--- config.mk ---
export PLATFORM = sky130hd
export DESIGN_NAME = paged_buffer_slot_allocator_core
export DESIGN_NICKNAME = d
export VERILOG_FILES = /design/src/rtl/pbsa_pkg.sv /design/src/rtl/pbsa_page_mem.sv /design/src/rtl/pbsa_seq.sv /design/src/rtl/paged_buffer_slot_allocator_core.sv
export SDC_FILE = /design/constraint.sdc
export NUM_CORES = 1
export LEC_CHECK = 0
export ABC_AREA = 1
export BUFFER_PORTS_ARGS = -buffer_cell sky130_fd_sc_hd__buf_4
export CAP_MARGIN = 5
export CORE_MARGIN = 2
export CORE_UTILIZATION = 57
export DETAILED_ROUTE_END_ITERATION = 12
export PLACE_DENSITY = 0.85
export SLEW_MARGIN = 20
export SYNTH_ARGS = -nofsm -noshare
export SYNTH_HDL_FRONTEND = slang
export SYNTH_SLANG_ARGS = --single-unit
--- constraint.sdc ---
create_clock -name clock -period 3.6 [get_ports clock]
set_input_delay 0.54 -clock clock [delete_from_list [all_inputs] [get_ports clock]]
set_output_delay 0.54 -clock clock [all_outputs]
set_load 0.005 [all_outputs]
--- src/rtl/pbsa_pkg.sv ---
package pbsa_pkg;

   localparam int NUM_PAGES      = 16;
   localparam int SLOTS_PER_PAGE = 8;

   localparam int PAGE_W   = $clog2(NUM_PAGES);
   localparam int SLOT_W   = $clog2(SLOTS_PER_PAGE);
   localparam int CNT_W    = $clog2(SLOTS_PER_PAGE + 1);
   localparam int TOTAL_W  = 8;
   localparam int DROP_W   = 16;
   localparam int STATUS_W = 3;

   localparam logic [CNT_W-1:0]   FULL_CNT   = CNT_W'(SLOTS_PER_PAGE);
   localparam logic [TOTAL_W-1:0] POOL_SIZE  = TOTAL_W'(NUM_PAGES * SLOTS_PER_PAGE);
   localparam logic [PAGE_W-1:0]  LAST_PAGE  = PAGE_W'(NUM_PAGES - 1);
   localparam logic [PAGE_W:0]    PAGE_LIMIT = (PAGE_W + 1)'(NUM_PAGES);
   localparam logic [SLOT_W:0]    SLOT_LIMIT = (SLOT_W + 1)'(SLOTS_PER_PAGE);

   localparam logic [STATUS_W-1:0] ST_ALLOC   = 3'd0;
   localparam logic [STATUS_W-1:0] ST_REFUSED = 3'd1;
   localparam logic [STATUS_W-1:0] ST_FREED   = 3'd2;
   localparam logic [STATUS_W-1:0] ST_DOUBLE  = 3'd3;
   localparam logic [STATUS_W-1:0] ST_BAD     = 3'd4;

   typedef struct packed {
      logic [SLOTS_PER_PAGE-1:0] map;
      logic [CNT_W-1:0]          cnt;
      logic [SLOT_W-1:0]         hint;
      logic [PAGE_W-1:0]         next;
      logic [PAGE_W-1:0]         prev;
   } page_rec_type;

   typedef struct packed {
      logic               en;
      logic [PAGE_W-1:0]  addr;
      page_rec_type       data;
   } mem_wr_type;

   typedef struct packed {
      logic              mode;
      logic [PAGE_W-1:0] page;
      logic [SLOT_W-1:0] slot;
   } req_type;

   typedef struct packed {
      logic [STATUS_W-1:0] status;
      logic [PAGE_W-1:0]   page;
      logic [SLOT_W-1:0]   slot;
      logic [TOTAL_W-1:0]  buffers_free;
      logic [DROP_W-1:0]   drops;
   } result_type;

   typedef struct packed {
      logic              found;
      logic [SLOT_W-1:0] slot;
   } scan_type;

   function automatic page_rec_type reset_rec(input logic [PAGE_W-1:0] p);
      page_rec_type r;
      r.map  = '1;
      r.cnt  = FULL_CNT;
      r.hint = '0;
      r.next = (p == LAST_PAGE) ? '0 : p + PAGE_W'(1);
      r.prev = (p == '0) ? LAST_PAGE : p - PAGE_W'(1);
      return r;
   endfunction

   // First free slot after the given one, scanning forward and wrapping.
   function automatic scan_type scan_next(input logic [SLOTS_PER_PAGE-1:0] map,
                                          input logic [SLOT_W-1:0] from);
      scan_type        r;
      logic [SLOT_W:0] s;
      r = '0;
      for (int k = SLOTS_PER_PAGE - 1; k >= 1; k--) begin
         s = {1'b0, from} + (SLOT_W + 1)'(k);
         if (s >= SLOT_LIMIT) begin
            s = s - SLOT_LIMIT;
         end
         if (map[s[SLOT_W-1:0]]) begin
            r.found = 1'b1;
            r.slot  = s[SLOT_W-1:0];
         end
      end
      return r;
   endfunction

endpackage

--- src/rtl/pbsa_page_mem.sv ---
module pbsa_page_mem (
   input  logic                          clock,
   input  logic                          reset,
   input  logic [pbsa_pkg::PAGE_W-1:0]   rd_addr,
   output pbsa_pkg::page_rec_type        rd_data,
   input  pbsa_pkg::mem_wr_type          wr
);
   import pbsa_pkg::*;

   page_rec_type       mem_ff [NUM_PAGES];
   logic [NUM_PAGES-1:0] valid_ff;
   logic               rd_valid_ff;
   logic [PAGE_W-1:0]  rd_addr_ff;
   page_rec_type       rd_q_ff;

   always_ff @(posedge clock) begin
      if (reset) begin
         valid_ff    <= '0;
         rd_valid_ff <= 1'b0;
      end else begin
         rd_valid_ff <= valid_ff[rd_addr];
         if (wr.en) begin
            valid_ff[wr.addr] <= 1'b1;
         end
      end
   end

   always_ff @(posedge clock) begin
      if (wr.en) begin
         mem_ff[wr.addr] <= wr.data;
      end
      rd_q_ff    <= mem_ff[rd_addr];
      rd_addr_ff <= rd_addr;
   end

   // A page never written since reset reads as its reset record.
   assign rd_data = rd_valid_ff ? rd_q_ff : reset_rec(rd_addr_ff);

endmodule

--- src/rtl/pbsa_seq.sv ---
module pbsa_seq (
   input  logic                          clock,
   input  logic                          reset,
   input  logic                          start,
   input  pbsa_pkg::req_type             req,
   output logic                          idle,
   input  logic                          rsp_free,
   output logic                          done,
   output pbsa_pkg::result_type          result,
   output logic [pbsa_pkg::PAGE_W-1:0]   rd_addr,
   input  pbsa_pkg::page_rec_type        rd_data,
   output pbsa_pkg::mem_wr_type          wr
);
   import pbsa_pkg::*;

   localparam int STATE_W = 4;
   localparam logic [STATE_W-1:0] S_IDLE = 4'd0;
   localparam logic [STATE_W-1:0] S_HEAD = 4'd1;
   localparam logic [STATE_W-1:0] S_WALK = 4'd2;
   localparam logic [STATE_W-1:0] S_FPV  = 4'd3;
   localparam logic [STATE_W-1:0] S_FNX  = 4'd4;
   localparam logic [STATE_W-1:0] S_A2R  = 4'd5;
   localparam logic [STATE_W-1:0] S_A2W  = 4'd6;
   localparam logic [STATE_W-1:0] S_A3R  = 4'd7;
   localparam logic [STATE_W-1:0] S_A3W  = 4'd8;
   localparam logic [STATE_W-1:0] S_A4   = 4'd9;
   localparam logic [STATE_W-1:0] S_A5W  = 4'd10;
   localparam logic [STATE_W-1:0] S_DONE = 4'd11;

   logic [STATE_W-1:0]  state_ff, state_in;
   logic [PAGE_W-1:0]   top_ff, top_in;
   logic [TOTAL_W-1:0]  free_ff, free_in;
   logic [DROP_W-1:0]   drop_ff, drop_in;
   logic [STATUS_W-1:0] status_ff, status_in;
   logic [PAGE_W-1:0]   gpage_ff, gpage_in;
   logic [SLOT_W-1:0]   gslot_ff, gslot_in;
   logic                mode_ff, mode_in;
   logic [PAGE_W-1:0]   cur_ff, cur_in;
   logic [SLOT_W-1:0]   slot_ff, slot_in;
   page_rec_type        rec_ff, rec_in;
   page_rec_type        pvrec_ff, pvrec_in;
   logic [PAGE_W-1:0]   q_ff, q_in;
   logic [PAGE_W-1:0]   walk_ff, walk_in;
   logic [PAGE_W-1:0]   pv_ff, pv_in;
   logic [PAGE_W-1:0]   nx_ff, nx_in;
   logic [PAGE_W-1:0]   after_ff, after_in;
   page_rec_type        upd_rec;
   scan_type            scan_res;

   always_comb begin
      state_in  = state_ff;
      top_in    = top_ff;
      free_in   = free_ff;
      drop_in   = drop_ff;
      status_in = status_ff;
      gpage_in  = gpage_ff;
      gslot_in  = gslot_ff;
      mode_in   = mode_ff;
      cur_in    = cur_ff;
      slot_in   = slot_ff;
      rec_in    = rec_ff;
      pvrec_in  = pvrec_ff;
      q_in      = q_ff;
      walk_in   = walk_ff;
      pv_in     = pv_ff;
      nx_in     = nx_ff;
      after_in  = after_ff;
      upd_rec   = rd_data;
      scan_res  = '0;
      rd_addr   = top_ff;
      wr        = '0;
      done      = 1'b0;

      unique case (state_ff)
         S_IDLE: begin
            if (start) begin
               mode_in  = req.mode;
               gpage_in = '0;
               gslot_in = '0;
               if (!req.mode) begin
                  if (free_ff <= TOTAL_W'(1)) begin
                     drop_in   = drop_ff + DROP_W'(1);
                     status_in = ST_REFUSED;
                     state_in  = S_DONE;
                  end else begin
                     rd_addr  = top_ff;
                     cur_in   = top_ff;
                     state_in = S_HEAD;
                  end
               end else if ({1'b0, req.page} >= PAGE_LIMIT ||
                            {1'b0, req.slot} >= SLOT_LIMIT) begin
                  status_in = ST_BAD;
                  state_in  = S_DONE;
               end else begin
                  rd_addr  = req.page;
                  cur_in   = req.page;
                  slot_in  = req.slot;
                  state_in = S_HEAD;
               end
            end
         end
         S_HEAD: begin
            if (!mode_ff) begin
               if (rd_data.cnt == '0 || !rd_data.map[rd_data.hint]) begin
                  status_in = ST_BAD;
                  state_in  = S_DONE;
               end else begin
                  upd_rec.map[rd_data.hint] = 1'b0;
                  upd_rec.cnt = rd_data.cnt - CNT_W'(1);
                  slot_in     = rd_data.hint;
                  if (upd_rec.cnt != '0) begin
                     scan_res = scan_next(upd_rec.map, rd_data.hint);
                     if (scan_res.found) begin
                        upd_rec.hint = scan_res.slot;
                        wr           = '{en: 1'b1, addr: cur_ff, data: upd_rec};
                        free_in      = free_ff - TOTAL_W'(1);
                        status_in    = ST_ALLOC;
                        gpage_in     = cur_ff;
                        gslot_in     = rd_data.hint;
                     end else begin
                        status_in = ST_BAD;
                     end
                     state_in = S_DONE;
                  end else if (rd_data.next == top_ff) begin
                     status_in = ST_BAD;
                     state_in  = S_DONE;
                  end else begin
                     rec_in   = upd_rec;
                     rd_addr  = rd_data.next;
                     q_in     = rd_data.next;
                     walk_in  = '0;
                     state_in = S_WALK;
                  end
               end
            end else begin
               if (rd_data.map[slot_ff]) begin
                  status_in = ST_DOUBLE;
                  state_in  = S_DONE;
               end else if (rd_data.cnt >= FULL_CNT) begin
                  status_in = ST_BAD;
                  state_in  = S_DONE;
               end else begin
                  upd_rec.map[slot_ff] = 1'b1;
                  upd_rec.hint = slot_ff;
                  upd_rec.cnt  = rd_data.cnt + CNT_W'(1);
                  wr           = '{en: 1'b1, addr: cur_ff, data: upd_rec};
                  free_in      = free_ff + TOTAL_W'(1);
                  status_in    = ST_FREED;
                  if (upd_rec.cnt == FULL_CNT) begin
                     rec_in   = upd_rec;
                     rd_addr  = rd_data.prev;
                     pv_in    = rd_data.prev;
                     nx_in    = rd_data.next;
                     state_in = S_FPV;
                  end else begin
                     state_in = S_DONE;
                  end
               end
            end
         end
         S_WALK: begin
            if (rd_data.cnt != '0) begin
               wr        = '{en: 1'b1, addr: cur_ff, data: rec_ff};
               top_in    = q_ff;
               free_in   = free_ff - TOTAL_W'(1);
               status_in = ST_ALLOC;
               gpage_in  = cur_ff;
               gslot_in  = slot_ff;
               state_in  = S_DONE;
            end else if (walk_ff == LAST_PAGE || rd_data.next == top_ff) begin
               status_in = ST_BAD;
               state_in  = S_DONE;
            end else begin
               rd_addr = rd_data.next;
               q_in    = rd_data.next;
               walk_in = walk_ff + PAGE_W'(1);
            end
         end
         S_FPV: begin
            pvrec_in = rd_data;
            rd_addr  = nx_ff;
            state_in = S_FNX;
         end
         S_FNX: begin
            if (cur_ff != top_ff && pvrec_ff.cnt != FULL_CNT && rd_data.cnt != FULL_CNT) begin
               upd_rec      = pvrec_ff;
               upd_rec.next = nx_ff;
               wr           = '{en: 1'b1, addr: pv_ff, data: upd_rec};
               state_in     = S_A2R;
            end else begin
               if (rd_data.cnt == FULL_CNT) begin
                  top_in = cur_ff;
               end
               state_in = S_DONE;
            end
         end
         S_A2R: begin
            rd_addr  = nx_ff;
            state_in = S_A2W;
         end
         S_A2W: begin
            upd_rec.prev = pv_ff;
            wr           = '{en: 1'b1, addr: nx_ff, data: upd_rec};
            state_in     = S_A3R;
         end
         S_A3R: begin
            rd_addr  = top_ff;
            state_in = S_A3W;
         end
         S_A3W: begin
            after_in     = rd_data.next;
            upd_rec.next = cur_ff;
            wr           = '{en: 1'b1, addr: top_ff, data: upd_rec};
            state_in     = S_A4;
         end
         S_A4: begin
            upd_rec      = rec_ff;
            upd_rec.prev = top_ff;
            upd_rec.next = after_ff;
            wr           = '{en: 1'b1, addr: cur_ff, data: upd_rec};
            rd_addr      = after_ff;
            state_in     = S_A5W;
         end
         S_A5W: begin
            upd_rec.prev = cur_ff;
            wr           = '{en: 1'b1, addr: after_ff, data: upd_rec};
            state_in     = S_DONE;
         end
         S_DONE: begin
            if (rsp_free) begin
               done     = 1'b1;
               state_in = S_IDLE;
            end
         end
         default: begin
            state_in = S_IDLE;
         end
      endcase
   end

   always_ff @(posedge clock) begin
      if (reset) begin
         state_ff <= S_IDLE;
         top_ff   <= '0;
         free_ff  <= POOL_SIZE;
         drop_ff  <= '0;
      end else begin
         state_ff <= state_in;
         top_ff   <= top_in;
         free_ff  <= free_in;
         drop_ff  <= drop_in;
      end
   end

   always_ff @(posedge clock) begin
      status_ff <= status_in;
      gpage_ff  <= gpage_in;
      gslot_ff  <= gslot_in;
      mode_ff   <= mode_in;
      cur_ff    <= cur_in;
      slot_ff   <= slot_in;
      rec_ff    <= rec_in;
      pvrec_ff  <= pvrec_in;
      q_ff      <= q_in;
      walk_ff   <= walk_in;
      pv_ff     <= pv_in;
      nx_ff     <= nx_in;
      after_ff  <= after_in;
   end

   assign idle   = (state_ff == S_IDLE);
   assign result = '{status: status_ff, page: gpage_ff, slot: gslot_ff,
                     buffers_free: free_ff, drops: drop_ff};

endmodule

--- src/rtl/paged_buffer_slot_allocator_core.sv ---
// Paged buffer slot allocator: a pool of pages, each split into buffer slots.
// Request channel (req_*): req_mode 0 allocates a buffer, 1 frees the buffer
// named by req_page_index and req_slot_index. Each request gives exactly one
// transfer on the result channel (rsp_*) with a status, the granted buffer on
// a successful allocate, the free buffer count and the running drop count.
// Requests are handled one at a time, with one page record memory read per
// step: a refused allocate goes straight to its result; an allocate reads the
// top page and, when that page runs out of free slots, walks the page list
// until it finds a page with a free slot; a free reads the named page, and
// when that leaves the page wholly free it reads the neighbouring pages and
// may relink the page after the top page. A new request is taken once the
// previous one has been written to the result register, in the cycle after.
// Reset is synchronous and takes effect at once: per-page valid bits make
// every page record read as its initial value, with no clearing pass.
// When the receiver stalls, the result holds in the output register; the next
// request is still taken and worked on, and waits at its end for the register.
module paged_buffer_slot_allocator_core (
   input  logic                            clock,
   input  logic                            reset,
   input  logic                            req_valid,
   output logic                            req_ready,
   input  logic                            req_mode,
   input  logic [pbsa_pkg::PAGE_W-1:0]     req_page_index,
   input  logic [pbsa_pkg::SLOT_W-1:0]     req_slot_index,
   output logic                            rsp_valid,
   input  logic                            rsp_ready,
   output logic [pbsa_pkg::STATUS_W-1:0]   rsp_status,
   output logic [pbsa_pkg::PAGE_W-1:0]     rsp_granted_page,
   output logic [pbsa_pkg::SLOT_W-1:0]     rsp_granted_slot,
   output logic [pbsa_pkg::TOTAL_W-1:0]    rsp_buffers_free,
   output logic [pbsa_pkg::DROP_W-1:0]     rsp_drops
);
   import pbsa_pkg::*;

   logic               seq_idle;
   logic               seq_done;
   logic               rsp_free;
   result_type         seq_result;
   req_type            req;
   logic [PAGE_W-1:0]  rd_addr;
   page_rec_type       rd_data;
   mem_wr_type         wr;
   logic               rsp_valid_ff;
   result_type         rsp_data_ff;

   assign req       = '{mode: req_mode, page: req_page_index, slot: req_slot_index};
   assign req_ready = seq_idle;
   assign rsp_free  = !rsp_valid_ff || rsp_ready;

   pbsa_seq u_seq (
      .clock    (clock),
      .reset    (reset),
      .start    (req_valid && req_ready),
      .req      (req),
      .idle     (seq_idle),
      .rsp_free (rsp_free),
      .done     (seq_done),
      .result   (seq_result),
      .rd_addr  (rd_addr),
      .rd_data  (rd_data),
      .wr       (wr)
   );

   pbsa_page_mem u_page_mem (
      .clock   (clock),
      .reset   (reset),
      .rd_addr (rd_addr),
      .rd_data (rd_data),
      .wr      (wr)
   );

   always_ff @(posedge clock) begin
      if (reset) begin
         rsp_valid_ff <= 1'b0;
      end else if (seq_done) begin
         rsp_valid_ff <= 1'b1;
      end else if (rsp_ready) begin
         rsp_valid_ff <= 1'b0;
      end
   end

   always_ff @(posedge clock) begin
      if (seq_done) begin
         rsp_data_ff <= seq_result;
      end
   end

   assign rsp_valid        = rsp_valid_ff;
   assign rsp_status       = rsp_data_ff.status;
   assign rsp_granted_page = rsp_data_ff.page;
   assign rsp_granted_slot = rsp_data_ff.slot;
   assign rsp_buffers_free = rsp_data_ff.buffers_free;
   assign rsp_drops        = rsp_data_ff.drops;

endmodule

Yosys cells after proc, flatten, opt, wreduce, memory -nomap -nowiden
Memories as Yosys holds them, arrays and structs flattened. A register that Yosys moved wholly into a read port is not among the register bits.
Cells that the tools add are included.

operators by class
  add/sub/neg operators = 22
  magnitude comparators = 23
  equal/unequal tests = 49
  multiplexer cells = 184
  bitwise logic cells = 7
  reductions and logical operators = 34

operators with widths
  kind                                                                          count
  4-bit 2-to-1 mux                                                              61
  28-bit 2-to-1 mux                                                             8
  28-bit one-hot mux with 7 select lines                                        1
  23-bit 2-to-1 mux                                                             8
  3-bit 2-to-1 mux                                                              57
  8-bit 2-to-1 mux                                                              7
  4-bit one-hot mux with 12 select lines                                        1
  3-bit by 4-bit less-than comparator with 1-bit output, second input constant  9
  4-bit equality test, second input constant                                    8
  4-bit >= comparator, second input constant                                    8
  7-bit AND reduction                                                           4
  1-bit binary-select mux with 3-bit select                                     9
  2-bit inequality test, second input constant                                  13
  4-bit one-hot mux with 2 select lines                                         3
  3-bit by 1-bit subtractor with 3-bit output, second input constant            7
  2-bit by 1-bit inequality test with 1-bit output, second input constant       10
  4-bit one-hot mux with 5 select lines                                         1
  1-bit 2-to-1 mux                                                              19
  3-bit one-hot mux with 3 select lines                                         2
  16-bit by 1-bit adder with 16-bit output, second input constant               1
  3-bit by 3-bit adder with 4-bit output, second input constant                 4
  4-bit by 3-bit equality test with 1-bit output, second input constant         4
  16-bit bitwise OR                                                             1
  8-bit one-hot mux with 2 select lines                                         1
  other kinds (41)                                                              72

storage, ports and cells
  bits in registers = 168
  RAM bits = 368
  input bits = 12
  output and inout port bits = 36
  memories kept = 1

memories
  memory             depth  width  rd ports  clocked after Yosys merged registers in  write ports  RTL line             text
  u_page_mem.mem_ff  16     23     1         1                                        1            pbsa_page_mem.sv:10  page_rec_type mem_ff [NUM_PAGES];

Longest topological paths before layout
Gate-level depths: netlist of the first run.

  depth after elaboration = 33
  gate-level depth with buffers = 22
  gate-level depth less buffers = 20

Hierarchy
Synthesis of the first run repeated with hierarchy kept, for this count alone.

second synthesis, totals
  cell total of the unflattened synthesis = 2313
  area, all modules = 24562.3 sq um

modules (own cells, without submodules)
  module                            times used  cells each  area an instance (sq um)  seq. area each (sq um)
  pbsa_page_mem                     1           1290        16111.7                   11931.4
  pbsa_seq                          1           982         7379.6                    3042.9
  paged_buffer_slot_allocator_core  1           41          1071.0                    1041.0

Worst setup path after synthesis of the first run
No wires, ideal clock.

  path kind = register to register
  from = register, netlist name u_page_mem.rd_q_ff[9]
  to = memory u_page_mem.mem_ff[15][0] in the netlist's numbering (enable)
  setup time = 0.404 ns
  arrival time = 3.489 ns
  path slack = -0.293 ns
  cell stages (with the launch flop) = 17
  buffers on the path = 2
  period minus slack after synthesis = 3.893 ns
  path through = dfxtp_1 clkbuf_1 nand2_4 clkbuf_1 ha_1 nand2_1 o21ai_0 or2_2 nand2_1 nor2_1 nand4_2 nand3_4 nand2_4 nand3_2 nand2_1 nand2_1 nor2_1

on the way
  cells in the longest elaborated chain, start to end = 28
  elaborated cells on any way between the ends = 100

ends and longest elaborated chain
  what                                                                                       RTL line                        text
  23-bit 2-to-1 mux (*)                                                                      pbsa_page_mem.sv:37             assign rd_data = rd_valid_ff ? rd_q_ff : reset_rec(rd_addr_ff);
  3-bit by 3-bit adder with 4-bit output                                                     pbsa_pkg.sv:75                  s = {1'b0, from} + (SLOT_W + 1)'(k);
  4-bit >= comparator / 3-bit by 1-bit subtractor with 3-bit output (equally long branches)  pbsa_pkg.sv:76, pbsa_pkg.sv:77
  3-bit 2-to-1 mux                                                                           pbsa_pkg.sv:76                  if (s >= SLOT_LIMIT) begin
  3-bit 2-to-1 mux                                                                           pbsa_seq.sv:111                 if (upd_rec.cnt != '0) begin
  3-bit 2-to-1 mux                                                                           pbsa_seq.sv:104                 if (rd_data.cnt == '0 || !rd_data.map[rd_data.hint]) begin
  3-bit 2-to-1 mux                                                                           pbsa_seq.sv:103                 if (!mode_ff) begin
  3-bit 2-to-1 mux                                                                           pbsa_seq.sv:74                  unique case (state_ff)
  [12 not listed]                                                                            n/a
  4-bit 2-to-1 mux                                                                           pbsa_seq.sv:74
  28-bit 2-to-1 mux                                                                          pbsa_seq.sv:113                 if (scan_res.found) begin
  28-bit 2-to-1 mux                                                                          pbsa_seq.sv:111
  28-bit 2-to-1 mux (*)                                                                      pbsa_seq.sv:104
  28-bit 2-to-1 mux (*)                                                                      pbsa_seq.sv:103
  28-bit one-hot mux with 7 select lines (*)                                                 pbsa_seq.sv:74
  1-bit 2-to-1 mux                                                                           pbsa_page_mem.sv:29             if (wr.en) begin
  1-bit 2-to-1 mux (implied by the code)                                                     pbsa_page_mem.sv:30             mem_ff[wr.addr] <= wr.data;
  end: declaration                                                                           pbsa_page_mem.sv:10

Mark *: on every way between the ends. The rest lies on a longest branch, timed or not. The select of a mux whose other input is x is not followed.

==> out/results.tsv, run 1 <==
stage	metric	value	unit
synthesis	synthTopCellsByArea	edfxtp_1, nand2_1, dfxtp_1	
worst_hold_path	hp-class	input pin to register	
synthesis	yosysUniqueCellTypes	53	
critical_path	cp-startpoint	u_page_mem.rd_valid_ff$_SDFF_PP0_	
clock_tree	clock-root-buffer	clkbuf_16	
critical_path	critPathCaptureType	register	
routing	dr.pass1.iters	7	
floorplan	start_util	57.5	%
sta	setup_violations	0	
sta	fmax	290	MHz
critical_path	reg2reg_depth	20	
routing	routed_wl	67500	um
pwr	power.total	29.8	mW
floorplan	fp.dieArea	0.0451	mm^2
clock_tree	cts_hold_buf	0	
global_route	antenna_found_initial	0	
global_route	grt_pass1_wl	101000	um
synthesis	synth_fp_nets	2346	
final_layout	area_growth	15.0	%
global_route	grt_usage	29.4	%
routing	drc	0	
routing	wl_per_cell	22.1	um
sta	rsz0062_at_grt	true	
final_layout	fillerInstances	3048	
floorplan	io_pins	48	
final_layout	instances_no_fill	3057	
synthesis	avgSynthCellArea	10.6	um^2
critical_path	critPathLaunchType	register	
synthesis	yosys_register_bits	559	
critical_path	timing.rr.end	u_page_mem.rd_q_ff[8]$_DFF_P_	
final_layout	antenna_cells	0	
synthesis	synth_top_area_share	58.5	%
pwr	power_density	1050	mW/mm^2
critical_path	cp_slowest_stage_delay	0.32	ns
critical_path	cp_data_arrival_time	3.93	ns
critical_path	worst-r2r-setup-slack	0.15	ns
worst_hold_path	min_path_cells	1	
critical_path	crit_chain	buf_12 -> inv_2 -> buf_4 -> nand2_1 -> nand2_1 -> xor2_1 -> nand3_1 -> nor2_1 -> nand2_2 -> nand3_1 -> nand3_2 -> nand3_4 -> nand2_8 -> buf_4 -> buf_12 -> clkbuf_16 -> o211ai_1 -> nand3_1 -> nand3_1 -> nand2_1	
synthesis	synth_top_area_cell	edfxtp_1	
critical_path	rr_startpoint	u_page_mem.rd_valid_ff$_SDFF_PP0_	
placement	port_buffers	47	
routing	drtIter0Drc	2916	
routing	detail-route-antenna-nets	0	
worst_hold_path	hp-start	req_mode	
sta	fin_worst_skew	0.0405	ns
placement	dp_cells	2943	
pwr	p_leak	11.0	nW
run_status	status	finished, final reports clean	
final_layout	final_net_count	2453	
placement	place_congestion	1.01	
floorplan	row_count	76	
global_route	overflow	0	
sta	min_period	3.45	ns
placement	dpl.hpwl	40800	um
pwr	ir_drop	0.872	mV
critical_path	crit_path_frequent_cell	nand3_1	
critical_path	crit_fanout	50	
floorplan	core-area	0.0430	mm^2
clock_tree	cts_tree	done	
global_route	grt_max_degree	103	
clock_tree	clockBufferDepth	3	
sta	hold_violations	0	
synthesis	ys_warn_count	0	
critical_path	path_class	register to register	
sta	slew_headroom	39.2	%
synthesis	postSynthCellCount	2322	
clock_tree	cts.sinks	559	
critical_path	cp-endpoint	u_page_mem.rd_q_ff[8]$_DFF_P_	
global_route	grt_pass1_vias	18300	
critical_path	cp_slowest_cell	dfxtp_1	
run	drv_cap	0	
clock_tree	clk_pin_slew	0.07	ns
clock_tree	htree_num_levels	2	
sta	drv_slew	0	
final_layout	drive_gt1_share	12.3	%
synthesis	syn_area	0.0247	mm^2
clock_tree	cts_made_buffers	53	
sta	fin_setup_tns	0	ns
sta	worst_pin_slew	0.909	ns
routing	via_count	18800	
sta	fin_crit_sh	95.9	%
critical_path	required	4.08	ns
floorplan	die_y	212	um
routing	viasPerCell	6.15	
floorplan	dieWidth	212	um
clock_tree	clk_latency	0.63	ns
synthesis	yosysSeqAreaShare	64.8	%
-- metal layers --
layer  GRT usage (%)  wire length [um]  part of all wire, %
met1            38.4             24900                   37
met2            47.9             31800                   47
met3            5.23              7600                   11
met4            14.1              3170                  4.7
met5               0                 0                    0
-- how the worst min path moves through the flow --
stage / end / slack [ns]
floorplan: rsp_granted_page[0]$_DFFE_PP_ / 0.40
global placement: rsp_granted_page[3]$_DFFE_PP_ / 0.40
detailed placement: rsp_granted_page[0]$_DFFE_PP_ / 0.41
CTS: u_seq.mode_ff$_DFFE_PP_ / 0.20
global route: u_seq.mode_ff$_DFFE_PP_ / 0.22
finish: u_seq.mode_ff$_DFFE_PP_ / 0.21
-- repair_timing --
| item | 4_1_cts | 5_1_grt |
|---|---|---|
| setup buffers | 0 | 11 |
| setup endpoints to repair | 0 | 473 |
| resized for setup | 0 | 29 |
-- kinds of logic after synthesis --
kind of cell | count (synthesis) | share of synthesized area [%]
adders and majority gates | 12 | 0.607
AOI/OAI and AO/OA | 475 | 12.2
and+or+nand+nor | 839 | 15.1
DFF | 559 | 64.8
xor gates and xnor gates | 11 | 0.390
buffers and inverters | 426 | 6.89
-- critical path, delay by kind of cell (launching register included) --
kind | cells | cell delay, ns
AND/OR/NAND/NOR | 12 | 1.53
buffers and inverters | 6 | 1.03
flip-flops | 1 | 0.32
XOR/XNOR | 1 | 0.18
AO/OA/AOI/OAI | 1 | 0.22
-- placed cells by master, fill, tap and decap left out, drive strengths merged, types with 6 or more instances in the layout --
cell type  Yosys  final
a31oi         13     13
buf           59    150
nor2         124    124
o2111ai        8      8
or2           29     29
edfxtp       482    482
nor4           6      6
o22ai         22     22
o211ai       181    181
clkinv         4     24
inv          319    320
clkbuf        44     67
nand3        193    193
dfxtp         77     77
nor3          17     17
bufinv         0      8
a221oi        11     11
ha            12     12
o21ai        149    150
nand2        442    443
xnor2          8      8
a21oi         78     78
nand4         20     20
-- registers in the layout, indices dropped and copies added, names as in the netlist, 16 cells and up --
signal               cells
rsp_drops               16
u_page_mem.mem_ff      368
u_page_mem.rd_q_ff      23
u_page_mem.valid_ff     16
u_seq.drop_ff           16
u_seq.pvrec_ff          19
u_seq.rec_ff            23
-- final cells by class --
cell class	count	area, um^2	share of cell area (%)
Multi-Input combinational cell	1339	7140	25.1
Sequential cell	559	16000	56.3
Timing Repair Buffer	153	1540	5.43
Tap cell	585	732	2.57
Clock inverter	34	413	1.45
Clock buffer	64	1380	4.84
Inverter	323	1220	4.28
-- cell usage after synthesis, drive strengths merged --
library cell  instances
edfxtp              482
nand2               442
inv                 319
nand3               193
o211ai              181
o21ai               149
nor2                124
a21oi                78
dfxtp                77
buf                  59
clkbuf               44
or2                  29
o22ai                22
nand4                20
nor3                 17
a31oi                13
ha                   12
a221oi               11
o2111ai               8
xnor2                 8
nor4                  6
a22o                  4
clkinv                4
nor3b                 4
nand3b                3
xor2                  3
o311ai                2
a21o                  1
a22oi                 1
a31o                  1
and3                  1
o21a                  1
o21bai                1
o221ai                1
o31ai                 1
-- stage by stage --
stage	instance area, um^2	hold WS [ns]	worst slack [ns]	utilization, %
global placement	26400	0.400	0.211	61.3
finish	28400	0.212	0.149	66.2
floorplan	24700	0.400	0.0854	-
global route	28400	0.220	-0.0354	66.2
detailed placement	26400	0.406	0.0605	61.3
CTS	28100	0.199	0.0464	65.5
-- power by group --
| part | total (mW) | switching (mW) | internal [mW] | leakage, nW |
|---|---|---|---|---|
| Sequential | 10.1 | 0.595 | 9.48 | 5.09 |
| Combinational | 13.9 | 9.67 | 4.26 | 5.07 |
| Clock | 5.77 | 2.46 | 3.32 | 0.854 |
No activity file was read; power rests on OpenSTA's default activity.
==> run 2, diff against run 1 <==
--- a/config.mk
+++ b/config.mk
@@ -8,10 +8,12 @@
 export ABC_AREA = 1
 export BUFFER_PORTS_ARGS = -buffer_cell sky130_fd_sc_hd__buf_4
 export CAP_MARGIN = 5
+export CELL_PAD_IN_SITES_DETAIL_PLACEMENT = 0
+export CELL_PAD_IN_SITES_GLOBAL_PLACEMENT = 2
 export CORE_MARGIN = 2
-export CORE_UTILIZATION = 57
+export CORE_UTILIZATION = 46
 export DETAILED_ROUTE_END_ITERATION = 12
-export PLACE_DENSITY = 0.85
+export PLACE_DENSITY = 0.94
 export SLEW_MARGIN = 20
 export SYNTH_ARGS = -nofsm -noshare
 export SYNTH_HDL_FRONTEND = slang
==> constraint.sdc (replaced) <==
create_clock -name clock -period 4.3 [get_ports clock]
set_input_delay 0.645 -clock clock [delete_from_list [all_inputs] [get_ports clock]]
set_output_delay 0.645 -clock clock [all_outputs]
set_load 0.005 [all_outputs]
==> run 2 against run 1 <==
Effect of this change: via count fell by 6.6%; combinational power fell by 25%; sequential cell count did not move; sequential share of layout area rose by 1.1 points; setup slack improved by 0.36 ns; clock skew rose by 0.021 ns; sequential power fell by 16%; maximum frequency fell by 9.0%; first-iteration DRC count fell by 42%; design area fell by 2.0%; register-to-register slack improved by 0.36 ns; critical endpoint is now u_page_mem.mem_ff[0][14]$_DFFE_PP_; highest routed layer unchanged.
==> out/results.tsv, run 2 (same netlist as run 1, synthesis figures left out) <==
stage	metric	value	unit	change
floorplan	io_pins	48		unchanged
clock_tree	clk_pin_slew	0.07	ns	about the same
clock_tree	postCtsSetupBuffers	0		unchanged
floorplan	core-area	0.0529	mm^2	was 0.0430 mm^2
global_route	overflow	0		unchanged
final_layout	area_growth	12.8	%	was 15.0%
routing	routed_wl	65000	um	was 67500 um
critical_path	cp_slowest_stage_delay	0.49	ns	was 0.32 ns
run_status	status	finished, final reports clean		unchanged
final_layout	top_regs	u_page_mem.mem_ff (368), u_page_mem.rd_q_ff (23), u_seq.rec_ff (23)		unchanged
sta	fmax	264	MHz	was 290 MHz
routing	via_count	17600		was 18800
critical_path	cp_data_arrival_time	4.07	ns	was 3.93 ns
critical_path	timing.rr.end	u_page_mem.mem_ff[0][14]$_DFFE_PP_		was u_page_mem.rd_q_ff[8]$_DFF_P_
critical_path	rr_startpoint	u_page_mem.rd_q_ff[8]$_DFF_P_		was u_page_mem.rd_valid_ff$_SDFF_PP0_
floorplan	fp.dieArea	0.0556	mm^2	was 0.0451 mm^2
sta	fin_crit_sh	88.2	%	was 95.9%
critical_path	worst-r2r-setup-slack	0.51	ns	was 0.15 ns
global_route	grt_pass1_wl	100000	um	was 101000 um
sta	fin_ws	0.509	ns	was 0.149 ns
critical_path	path_class	register to register		unchanged
routing	dr.pass1.iters	6		was 7
worst_hold_path	worstHoldEndpoint	u_seq.mode_ff$_DFFE_PP_		unchanged
final_layout	regMostFlops	u_page_mem.mem_ff		unchanged
routing	viasPerCell	5.61		was 6.15
critical_path	crit_chain	nand2_2 -> ha_1 -> o21ai_0 -> or2_1 -> nand2_1 -> nor2_2 -> nand4_2 -> nand3_4 -> nand2_4 -> nand3_2 -> nand2_1 -> nor2_2 -> nand3_1 -> inv_1 -> buf_4		was buf_12 -> inv_2 -> buf_4 -> nand2_1 -> nand2_1 -> xor2_1 -> nand3_1 -> nor2_1 -> nand2_2 -> nand3_1 -> nand3_2 -> nand3_4 -> nand2_8 -> buf_4 -> buf_12 -> clkbuf_16 -> o211ai_1 -> nand3_1 -> nand3_1 -> nand2_1
clock_tree	cts.repair.resized	0		unchanged
floorplan	dieWidth	236	um	was 212 um
global_route	grt_max_degree	102		was 103
placement	dpl.hpwl	41300	um	was 40800 um
clock_tree	cts_hold_buf	0		unchanged
worst_hold_path	min_path_cells	1		unchanged
pwr	power_density	844	mW/mm^2	was 1050 mW/mm^2
floorplan	die_y	236	um	was 212 um
sta	worst_pin_slew	0.978	ns	was 0.909 ns
sta	setup_violations	0		unchanged
run	drv_cap	0		unchanged
placement	place_congestion	0.912		was 1.01
final_layout	fillerInstances	4643		was 3048
final_layout	drive_gt1_share	10.7	%	was 12.3%
worst_hold_path	hp-class	input pin to register		unchanged
placement	dpl_cell_area	0.0261	mm^2	was 0.0264 mm^2
floorplan	row_count	84		was 76
routing	detail-route-antenna-nets	0		unchanged
routing	drc	0		unchanged
sta	slew_headroom	34.6	%	was 39.2%
sta	drv_slew	0		unchanged
critical_path	required	4.58	ns	was 4.08 ns
clock_tree	htree_num_levels	2		unchanged
placement	place_ws	0.348	ns	was 0.0605 ns
final_layout	final_net_count	2419		was 2453
pwr	ir_drop	0.584	mV	was 0.872 mV
final_layout	design_area	0.0279	mm^2	was 0.0284 mm^2
clock_tree	cts_made_buffers	56		was 53
final_layout	largest_reg_flops	368		unchanged
sta	min_period	3.79	ns	was 3.45 ns
routing	wl_per_cell	20.8	um	was 22.1 um
clock_tree	cts.sinks	559		unchanged
sta	rsz0062_at_grt	false		was true
placement	port_buffers	47		unchanged
critical_path	cp-startpoint	u_page_mem.rd_q_ff[8]$_DFF_P_		was u_page_mem.rd_valid_ff$_SDFF_PP0_
global_route	grt_usage	23.4	%	was 29.4%
floorplan	start_util	46.8	%	was 57.5%
clock_tree	clk_latency	0.64	ns	was 0.63 ns
clock_tree	cts_tree	done		unchanged
final_layout	final_common_cell	edfxtp_1		unchanged
routing	drtIter0Drc	1689		was 2916
final_layout	antenna_cells	0		unchanged
clock_tree	clockBufferDepth	3		unchanged
pwr	p_leak	10.7	nW	was 11.0 nW
critical_path	reg2reg_depth	15		was 20
critical_path	critPathCaptureType	register		unchanged
clock_tree	clock-root-buffer	clkbuf_16		unchanged
critical_path	cp_slowest_cell	dfxtp_1		unchanged
sta	fin_worst_skew	0.0617	ns	was 0.0405 ns
critical_path	crit_fanout	23		was 50
global_route	antenna_found_initial	0		unchanged
worst_hold_path	hp-start	req_mode		unchanged
pwr	power.total	23.5	mW	was 29.8 mW
final_layout	layout_common_cells	edfxtp_1, nand2_1, inv_1		unchanged
critical_path	critPathLaunchType	register		unchanged
sta	hold_violations	0		unchanged
sta	fin_setup_tns	0	ns	unchanged
global_route	grt_pass1_vias	17000		was 18300
[run 2: cell types whose count changed in the layout (fill, tap and decap cells not counted), moves of 3 or more]
cell	previous run	this run
buf_12	23	6
buf_4	122	112
bufinv_16	8	2
clkbuf_1	10	20
clkbuf_8	1	6
clkinvlp_4	5	1
inv_2	10	13
[run 2: worst max-delay path by stage]
stage                                              end  slack [ns]
detailed placement  u_page_mem.mem_ff[0][19]$_DFFE_PP_        0.35
CTS                 u_page_mem.mem_ff[0][14]$_DFFE_PP_        0.38
floorplan           u_page_mem.mem_ff[15][0]$_DFFE_PP_        0.41
global placement    u_page_mem.mem_ff[3][19]$_DFFE_PP_        0.48
global route        u_page_mem.mem_ff[8][11]$_DFFE_PP_        0.17
finish              u_page_mem.mem_ff[0][14]$_DFFE_PP_        0.51
[run 2: worst max-delay path, delay by kind of cell (launching register included)]
kind	cells	cell delay [ns]
and+or+nand+nor	11	1.83
adders and majority gates	1	0.41
AOI/OAI and AO/OA	1	0.22
buffers and inverters	2	0.46
DFF	1	0.49
[run 2: layout make-up]
cell class	count	area [um^2]	share of cell area [%]
Inverter	323	1210	4.35
Multi-Input combinational cell	1337	7050	25.3
Sequential cell	559	16000	57.4
Clock inverter	24	221	0.794
Timing Repair Buffer	118	961	3.45
Clock buffer	82	1560	5.59
Tap cell	688	861	3.09
[run 2: layer usage]
layer	up-vias	track usage, %	routed length, um
li1	8327	-	-
met1	8487	33.3	29200
met2	623	36.1	29100
met3	126	4.17	4760
met4	0	8.26	1910
met5	-	0	0
[run 2: per-stage QoR]
stage	hold WS (ns)	cells	util [%]
2_1_floorplan	0.400	2322	-
3_3_place_gp	0.402	3025	49.4
3_5_place_dp	0.406	3025	49.4
4_1_cts	0.284	3131	52.7
5_1_grt	0.294	3131	52.7
6_report	0.319	3131	52.7
[run 2: where the power goes]
group	internal (mW)	switching, mW	total (mW)
Combinational	2.98	7.38	10.4
Sequential	7.96	0.517	8.48
Clock	2.64	2.06	4.70
Total	13.6	9.96	23.5
